### src/sv/lgd_mul.sv
// lgd_mul: shared 33x33 signed multiplier with registered product
`timescale 1ns / 1ps
module lgd_mul (
  input  logic               clk,
  input  logic signed [32:0] op_a,
  input  logic signed [32:0] op_b,
  output logic [63:0]        prod
);
  logic signed [65:0] full;

  assign full = op_a * op_b;

  always_ff @(posedge clk) begin
    prod <= full[63:0];
  end
endmodule

### config.mk
export PLATFORM = sky130hd
export DESIGN_NAME = lgd_mul
export DESIGN_NICKNAME = d
export VERILOG_FILES = /design/src/sv/lgd_mul.sv
export SDC_FILE = /design/constraint.sdc
export NUM_CORES = 2
export LEC_CHECK = 0
export BUFFER_PORTS_ARGS = -buffer_cell sky130_fd_sc_hd__clkbuf_2
export CAP_MARGIN = 20
export CELL_PAD_IN_SITES_DETAIL_PLACEMENT = 1
export CELL_PAD_IN_SITES_GLOBAL_PLACEMENT = 1
export CORE_UTILIZATION = 45
export DETAILED_ROUTE_END_ITERATION = 8
export PLACE_DENSITY_LB_ADDON = 0.1
export SLEW_MARGIN = 25
export SYNTH_ARGS = -nofsm -noshare
export SYNTH_HDL_FRONTEND = slang
export SYNTH_SLANG_ARGS = --single-unit
### constraint.sdc
create_clock -name clk -period 7.7 [get_ports clk]
set_clock_uncertainty 0.1 [all_clocks]
set_input_delay 0 -clock clk [delete_from_list [all_inputs] [get_ports clk]]
set_output_delay 0 -clock clk [all_outputs]
set_load 0.01 [all_outputs]
==> results.md <==
* WL per Instance at about 22 um
* Initial antenna violation count at 2
* Critical Path AT at 7.56 ns
* Drt first pass iters at 5
* Register area at 1280 um^2
* I/O pins at roughly 130
* Worst min path class: in2reg
* Buffers & Inverters on Critical Path at 9
* Synthesized Nets at approximately 5600
* Root buffer cell: clkbuf_16
* Layout fillers at 9969
* Clock Sinks at between 60 and 70
* Number of CTS-inserted buffers at 9
* Most frequent cells in the layout: fa_1, inv_1, and2_1
* Placement Rows at between 100 and 150
* Yosys warnings at 0
* Mean Syn Cell Area at roughly 9.4 um^2
* Clk buf depth at 2
* Vias at approximately 28000
* #FFs+latches synth at 64
* H-tree depth at 3
* Congestion Overflow GR at 0
* Crit-path max cell delay at roughly 0.57 ns
* Final setup viols at 0
* Final period util at 96.2%
* Most flop-heavy register: prod
* Die area at just under 90000 um^2
* Max FFs per register at 64
* Final Wtd Congestion at between 0.8 and 0.9
* Post-DP HPWL at ~110 mm
* Layout cells sized above 1 at 8.06%
* Die height at 298 um
* WHS at roughly 0.25 ns
* Sequential share of the synthesized area at under 10%
* Mapped Cells at approximately 4200
* Crit end category: flip-flop
* Element type at the critical path start: input port
* Crit Path Class: in2reg
* # Max-Cap Violations at 0
* Total Routed Length at ~120 mm
* Worst Path Max Fanout at 14
* RSZ-0062 raised after global routing: no
* Core box area at 86900 um^2
* Die X at between 200 and 300 um
* Vias in the first global route at approximately 33000
* Crit path max-delay family: adder cells
* Pin count of the biggest net entering global routing at 34
* Distinct cells, synth at between 50 and 60
* Tightest Pin Transition at a little over 0.7 ns
* Status: completed
* Post-Syn Area at 39500 um^2
* Total global-route track usage at ~28%
* Vias per cell at 5.11
* CP max-delay cell: fa_1
* WP depth at 27
* Drt initial violations at between 1000 and 1500
* Max Slew Vio Count at 0
* Final-report hold violation count at 0
* Final ANT Viol Nets at 0
* Ys flop type: dfxtp_1
* Commonest non-fill, non-tap cell in the layout: fa_1
* Cell mode on critical path: fa_1
* Clock Pin Slew Worst Setup and Hold Paths at ~0.06 ns
* Max Clk Rate at between 0.1 and 0.15 GHz
* Initial cell density of the core at 45.5%
* I/O Buffers at 130
* Area grow syn2layout at 8.01%
* CTS tree: done
* Area of the multi-input gates at approximately 33000 um^2
* Worst Hold Path Cells at 3
* Ys async rst share at 0%
* Slew margin rel. at 52.6%
* Min Tclk post-route at between 7 and 8 ns
* First-pass GRT wire length at 191 mm
* # DRC at 0
* CP Data Required Time at between 7 and 8 ns
* Top Registers: prod: 64 flops
* Post-synth EDFFs at 0
* Final net count at ~5700
stage by stage:
step / util, % / cell area (um^2) / TNS [ns] / setup slack (ns) / instances
3_3_place_gp: 48.8 / 42400 / -0.928 / -0.276 / 5454
6_report: 49.2 / 42700 / 0 / 0.290 / 5472
5_1_grt: 49.2 / 42700 / 0 / 0.000916 / 5472
2_1_floorplan: - / 39500 / 0 / 0.336 / 4207
4_1_cts: 49.1 / 42700 / 0 / 0.0274 / 5470
3_5_place_dp: 48.8 / 42400 / -0.976 / -0.318 / 5454
path summary, 6_finish.rpt:
| path | slack (ns) | startpoint | to |
|---|---|---|---|
| worst max-delay path | 0.29 | op_b[5] | prod[60]$_DFF_P_ |
| worst min-delay path | 0.25 | op_b[0] | prod[0]$_DFF_P_ |
Yosys cell counts (6+ instances only):
master | count | share of area [%]
dfxtp_1 | 64 | 3.2
nand2_1 | 547 | 5.2
nor2b_1 | 32 | 0.51
a211oi_1 | 8 | 0.15
o21a_1 | 18 | 0.34
a31oi_1 | 6 | 0.095
fa_1 | 1125 | 57
and3_1 | 6 | 0.095
xor2_1 | 21 | 0.47
o21ai_1 | 6 | 0.076
o21bai_1 | 7 | 0.13
a21o_1 | 18 | 0.34
ha_1 | 212 | 6.7
nor2_1 | 18 | 0.17
nand2b_1 | 9 | 0.14
nand3_1 | 18 | 0.23
a21oi_1 | 69 | 0.87
nor3_1 | 11 | 0.14
inv_1 | 1086 | 10
xnor2_1 | 55 | 1.2
nand4_1 | 12 | 0.19
clkbuf_1 | 222 | 2.1
and2_1 | 548 | 8.7
o211ai_1 | 7 | 0.13
o21ai_0 | 29 | 0.37
kinds of logic (layout without fill, tap and decap cells):
group	count (synthesis)	count (layout)	synth area share, %
xor gates and xnor gates	76	76	1.68
adders and majority gates	1337	1337	63.7
and+or+nand+nor	1221	1221	15.7
muxes	1	1	0.0253
buffers and inverters	1308	1417	12.4
other	0	1	0
DFF	64	64	3.24
AOI/OAI and AO/OA	200	200	3.25
metal layers:
metal | global-route usage (%) | vias up | wire length, um
li1 | - | 12130 | -
met1 | 34.1 | 15260 | 46100
met2 | 53.2 | 401 | 66200
met3 | 1.86 | 147 | 2500
met4 | 9.13 | 2 | 4560
met5 | 0 | - | 11
what timing repair did:
action	CTS	global route
endpoints found under the setup margin	0	8
setup buffers	0	1
gates resized for setup	0	15
hold buffers	0	0
cell type report:
| cell class | count | share of cell area, % |
|---|---|---|
| clock inverter | 7 | 0.129 |
| sequential | 64 | 3.00 |
| timing repair buffer | 315 | 5.21 |
| antenna | 1 | 0.00586 |
| clock buffer | 9 | 0.527 |
| tap | 1155 | 3.38 |
| inverter | 1086 | 9.54 |
| multi-input combinational | 2835 | 78.2 |
Power is not shown: default switching activity piles up to over one toggle a cycle in this logic, so the estimate is an artifact.
