File: config.mk
export PLATFORM = sky130hd
export DESIGN_NAME = lgd_sqrt
export DESIGN_NICKNAME = d
export VERILOG_FILES = /design/src/sv/lgd_pkg.sv /design/src/sv/lgd_sqrt.sv
export SDC_FILE = /design/constraint.sdc
export NUM_CORES = 1
export LEC_CHECK = 0
export BUFFER_PORTS_ARGS = -buffer_cell sky130_fd_sc_hd__buf_2
export CAP_MARGIN = 20
export CORE_ASPECT_RATIO = 0.75
export CORE_MARGIN = 2
export CORE_UTILIZATION = 55
export CTS_BUF_LIST = sky130_fd_sc_hd__clkbuf_4 sky130_fd_sc_hd__clkbuf_8
export CTS_CLUSTER_DIAMETER = 100
export DETAILED_ROUTE_END_ITERATION = 6
export PLACE_DENSITY_LB_ADDON = 0.05
export SETUP_SLACK_MARGIN = 0.4
export SLEW_MARGIN = 20
export SYNTH_ARGS = -nofsm -noshare
export SYNTH_HDL_FRONTEND = slang
export SYNTH_SLANG_ARGS = --single-unit
File: constraint.sdc
create_clock -name clk -period 11.4 [get_ports clk]
set_input_delay 0.57 -clock clk [delete_from_list [all_inputs] [get_ports clk]]
set_output_delay 0.57 -clock clk [all_outputs]
set_load 0.02 [all_outputs]
File: src/sv/lgd_pkg.sv
// lgd_pkg: shared types, constants and constant tables for the lorentz distance block
`timescale 1ns / 1ps
package lgd_pkg;

  localparam int MAX_DIM           = 64;
  localparam int CORDIC_ITERATIONS = 32;
  localparam int IDX_W             = $clog2(MAX_DIM + 1);
  localparam int N_W               = $clog2(CORDIC_ITERATIONS);

  localparam logic [63:0] ONE_Q40 = 64'd1 << 40;
  localparam logic [63:0] ONE_Q39 = 64'd1 << 39;
  localparam logic [63:0] ONE_Q38 = 64'd1 << 38;
  localparam logic signed [63:0] ACC_MAX = {1'b0, {63{1'b1}}};
  localparam logic signed [63:0] ACC_MIN = {1'b1, {63{1'b0}}};

  localparam logic [31:0] INV_SQRT_RST = 32'd16777216;
  localparam logic [19:0] EPS_RST      = 20'd10;

  localparam logic CFG_INV_SQRT = 1'b0;
  localparam logic CFG_EPSILON  = 1'b1;

  typedef struct packed {
    logic signed [31:0] u_coord;
    logic signed [31:0] v_coord;
    logic               last_coord;
  } lgd_in_t;

  typedef struct packed {
    logic [31:0] distance;
    logic        was_clamped;
    logic        saturated;
  } lgd_out_t;

  typedef struct packed {
    logic busy;
    logic done;
  } sq_stat_t;

  typedef logic [62:0][63:0] atanh_tab_t;

  function automatic logic [63:0] div_odd(input logic [63:0] v, input int k);
    logic [63:0] r;
    unique case (k)
      0: r = v;
      1: r = v / 3;
      2: r = v / 5;
      3: r = v / 7;
      4: r = v / 9;
      5: r = v / 11;
      6: r = v / 13;
      7: r = v / 15;
      8: r = v / 17;
      9: r = v / 19;
      10: r = v / 21;
      11: r = v / 23;
      12: r = v / 25;
      13: r = v / 27;
      14: r = v / 29;
      15: r = v / 31;
      16: r = v / 33;
      17: r = v / 35;
      18: r = v / 37;
      19: r = v / 39;
      20: r = v / 41;
      21: r = v / 43;
      22: r = v / 45;
      23: r = v / 47;
      24: r = v / 49;
      25: r = v / 51;
      26: r = v / 53;
      27: r = v / 55;
      28: r = v / 57;
      29: r = v / 59;
      30: r = v / 61;
      default: r = '0;
    endcase
    return r;
  endfunction

  function automatic atanh_tab_t build_atanh();
    atanh_tab_t t;
    logic [63:0] acc;
    t = '0;
    for (int i = 1; i < 63; i++) begin
      acc = '0;
      for (int k = 0; k < 31; k++) begin
        if (i * (2 * k + 1) <= 62) begin
          acc = acc + div_odd(64'd1 << (62 - i * (2 * k + 1)), k);
        end
      end
      t[i] = acc;
    end
    return t;
  endfunction

  function automatic logic [63:0] build_ln2();
    logic [63:0] p;
    logic [63:0] sum;
    p = (64'd1 << 62) / 3;
    sum = '0;
    for (int k = 0; k < 31; k++) begin
      if (p != 0) begin
        sum = sum + div_odd(p, k);
        p = p / 9;
      end
    end
    return sum << 1;
  endfunction

  localparam atanh_tab_t  ATANH_TAB = build_atanh();
  localparam logic [63:0] LN2_Q62   = build_ln2();
  localparam logic [31:0] LN2_Q27   = 32'(LN2_Q62 >> 35);

endpackage

File: src/sv/lgd_sqrt.sv
// lgd_sqrt: iterative normalizing integer square root, one step per cycle
`timescale 1ns / 1ps
module lgd_sqrt (
  input  logic                 clk,
  input  logic                 rst_n,
  input  logic                 start,
  input  logic [63:0]          opnd,
  output lgd_pkg::sq_stat_t    stat,
  output logic [31:0]          root,
  output logic [5:0]           expo
);
  import lgd_pkg::*;

  typedef enum logic [1:0] {Q_IDLE, Q_NORM, Q_ROOT} q_state_t;

  q_state_t    state_r;
  logic [63:0] v_r;
  logic [63:0] res_r;
  logic [63:0] bit_r;
  logic [5:0]  s_r;
  logic        done_r;
  logic [63:0] trial;

  assign trial = res_r + bit_r;
  assign stat.busy = (state_r != Q_IDLE);
  assign stat.done = done_r;
  assign root = res_r[31:0];
  assign expo = s_r;

  always_ff @(posedge clk) begin
    if (!rst_n) begin
      state_r <= Q_IDLE;
      done_r  <= 1'b0;
    end else begin
      done_r <= 1'b0;
      unique case (state_r)
        Q_IDLE: begin
          if (start) begin
            v_r     <= opnd;
            s_r     <= '0;
            state_r <= Q_NORM;
          end
        end
        Q_NORM: begin
          if (v_r != 0 && v_r[63:62] == 2'b00 && s_r < 6'd62) begin
            v_r <= v_r << 2;
            s_r <= s_r + 6'd2;
          end else begin
            res_r   <= '0;
            bit_r   <= 64'd1 << 62;
            state_r <= Q_ROOT;
          end
        end
        Q_ROOT: begin
          if (v_r >= trial) begin
            v_r   <= v_r - trial;
            res_r <= (res_r >> 1) + bit_r;
          end else begin
            res_r <= res_r >> 1;
          end
          bit_r <= bit_r >> 2;
          if (bit_r == 64'd1) begin
            done_r  <= 1'b1;
            state_r <= Q_IDLE;
          end
        end
        default: state_r <= Q_IDLE;
      endcase
    end
  end
endmodule

==> run metrics <==
DP HPWL 38700 um; setup repair bufs after CTS 0; number of synthesized flops with an enable pin 165; critical path cell sequence ha_1, nand4_1, or3_1, or3_4, a2111oi_4, o211ai_2, a31oi_4, a21boi_2, o21bai_4, a31oi_2, xor2_1, ha_1, a21oi_1, o21ai_0, o21bai_1, a221o_1, a221oi_1, o41a_1, nor2_1, xnor2_1, nor2_1; Syn. warnings 0; cell types occupying the most area after synthesis sky130_fd_sc_hd__edfxtp_1 31%, sky130_fd_sc_hd__ha_1 11%, sky130_fd_sc_hd__a21oi_1 5.8%, sky130_fd_sc_hd__xor2_1 5.4%, sky130_fd_sc_hd__xnor2_1 4.3%; routed length per placed instance 21.9 um; required time reported for the critical path endpoint 11.64 ns; largest net degree at the start of global routing 114; hold path start rst_n; post-route cell area 17000 um^2; count of state elements after synthesis 168; Hold Buf Count CTS 0; global router's overall resource usage 0.328; global-route wire length before repair 78100 um; ratio of cells with drive above 1 in the final layout 0.101; CP Capture Type flip-flop; number of placed I/O pins 107; Post-Route Skew 0.0312 ns; routed vias/inst 6.36; register area share after synthesis 0.313; measured slew at the worst slew-check pin 1.06 ns; Die Outline Area 30600 um^2; number of antenna violations at the first check in global routing 0; Max stage delay on crit path 0.96 ns; Placement Cell Area 16600 um^2; Avg Cell Area, Syn 8.50 um^2; worst slew margin relative to its limit 0.290; growth of design area from synthesis to finish 6.01%; cell with the largest stage delay on the worst path sky130_fd_sc_hd__o41a_1; final WL 50600 um; number of buffers created by CTS 17; horizontal die dimension 201 um; Fmax 146 MHz; DR pass1 iterations 5; Die Y-Extent 152 um; slack of the worst reg-to-reg path 4.53 ns; Std-Cell Rows 54; final-layout fill cell count 2662; DRC violation count after routing 0; Clk Tree Root Cell sky130_fd_sc_hd__clkbuf_8; synthesized cell area 16000 um^2; number of resized instances in the post-cts repair step 0; dominant cell type by area after synthesis sky130_fd_sc_hd__edfxtp_1; gp weighted congestion 0.954; synthesized instance count 1887; final sum of negative setup slack 0 ns; distinct cell type count after synthesis 76; H-tree depth 4; number of global-route vias before repair 13200; TritonCTS clock tree built; Worst Setup Slack post-DPL 4.55 ns; FFs w/ async S/R, synth 0; total count of hold-check failures in the final report 0; nets in the synthesized netlist 2090; Post-DRT Antenna Nets 0; pins over their slew limit 0; Std-Cell Core Area 28900 um^2; clock transition at the registers of the reported paths 0.12 ns; most frequent cells in the layout 185 x sky130_fd_sc_hd__a21oi_1, 176 x sky130_fd_sc_hd__nor2_1, 165 x sky130_fd_sc_hd__edfxtp_1; final worst path period share 0.603; setup ws final 4.53 ns; number of maximum-capacitance violations 0; total congestion overflow after global routing 0; post-synth top area share 0.309; dominant synthesized flop cell sky130_fd_sc_hd__edfxtp_1; number of nets at the end of the flow 2107; startpoint class of the critical path flip-flop; Endpoint, Worst Hold state_r[1]$_SDFFE_PN0P_; R2R Path Start res_r[12]$_SDFFCE_PN0P_; Cells on Worst Hold Path 2; peak fanout along the critical path 20; min Tclk post-route 6.87 ns; number of input and output port buffers inserted 105; Setup violations, final 0; class of the tightest hold or removal check in -> reg; unrepaired setup endpoints after global routing false; classification of the worst setup path reg -> reg; number of sinks on the clock net 168; ant diodes 0; most common library cell in the layout ignoring fill and taps sky130_fd_sc_hd__a21oi_1; number of DRC markers in iteration 0 1839; Initial Utilization 0.555; via count of the routed design 14700; r2r endpoint res_r[39]$_SDFFCE_PN0P_; largest buffer count on any clock path 2; critical path data arrival time 7.11 ns; status finished clean; Worst R2R Path Depth 21; Clock Latency Late Sink 0.53 ns
## stage by stage
step / utilization / std cells / hold WS, ns
6_report: 0.588 / 2309 / 0.329
5_1_grt: 0.588 / 2309 / 0.309
4_1_cts: 0.588 / 2309 / 0.307
3_5_place_dp: 0.574 / 2277 / 0.618
3_3_place_gp: 0.574 / 2277 / 0.604
2_1_floorplan: - / 1887 / 0.565
## synthesized netlist by cell type (all sizes together), types with 46 or more instances
library cell / instances
a21oi: 186
a31oi: 54
and2: 48
buf: 46
clkbuf: 70
edfxtp: 165
ha: 135
inv: 48
nand2: 162
nor2: 176
o21ai: 127
xnor2: 78
xor2: 99
## sequential cells by signal, summed over array words and instances (netlist names)
name / cells
res_r: 64
v_r: 64
bit_r: 32
expo: 5
state_r: 2
done_r: 1
## metal layers
layer  share of wire  up-vias  global-route usage
met2            0.36      758               0.406
met5               0        -                   0
met1            0.49     6830               0.550
li1                -     7050                   -
met3            0.13       39              0.0864
met4           0.015        0              0.0655
## cell type report
class	instances	area [um^2]	area share
well taps	392	490	0.0288
flip-flops and latches	168	5010	0.295
repair buffers	114	597	0.0351
clock inverters	14	161	0.00949
multi-input cells	1555	10300	0.607
inverters	48	180	0.0106
clock buffers	18	248	0.0146
## cell families after synthesis
group | count (synthesis) | share of synthesized area
and+or+nand+nor | 614 | 0.185
adders and majority gates | 136 | 0.107
AOI/OAI and AO/OA | 621 | 0.249
muxes | 6 | 0.00374
xor gates and xnor gates | 177 | 0.0966
buffers and inverters | 164 | 0.0469
other | 1 | 0.000234
DFF | 168 | 0.313
## worst max-delay path by stage
stage                                        from                      end  cells after the start
final                     res_r[12]$_SDFFCE_PN0P_  res_r[39]$_SDFFCE_PN0P_                     21
after global routing      res_r[12]$_SDFFCE_PN0P_  res_r[39]$_SDFFCE_PN0P_                     22
after CTS                 res_r[14]$_SDFFCE_PN0P_  res_r[39]$_SDFFCE_PN0P_                     22
after detailed placement  res_r[14]$_SDFFCE_PN0P_  res_r[39]$_SDFFCE_PN0P_                     22
after global placement    res_r[12]$_SDFFCE_PN0P_  res_r[47]$_SDFFCE_PN0P_                     22
after floorplan           res_r[12]$_SDFFCE_PN0P_         v_r[0]$_DFFE_PP_                     23
## worst max-delay path: cells and delay by family (launching register included)
family	cells	cell delay [ns]
flip-flops	1	0.50
AO/OA/AOI/OAI	12	3.63
adder cells (fa/ha/maj)	2	0.77
XOR/XNOR	2	0.44
AND/OR/NAND/NOR	5	1.24
Power is not shown: default switching activity piles up to over one toggle a cycle in this logic, so the estimate is an artifact.
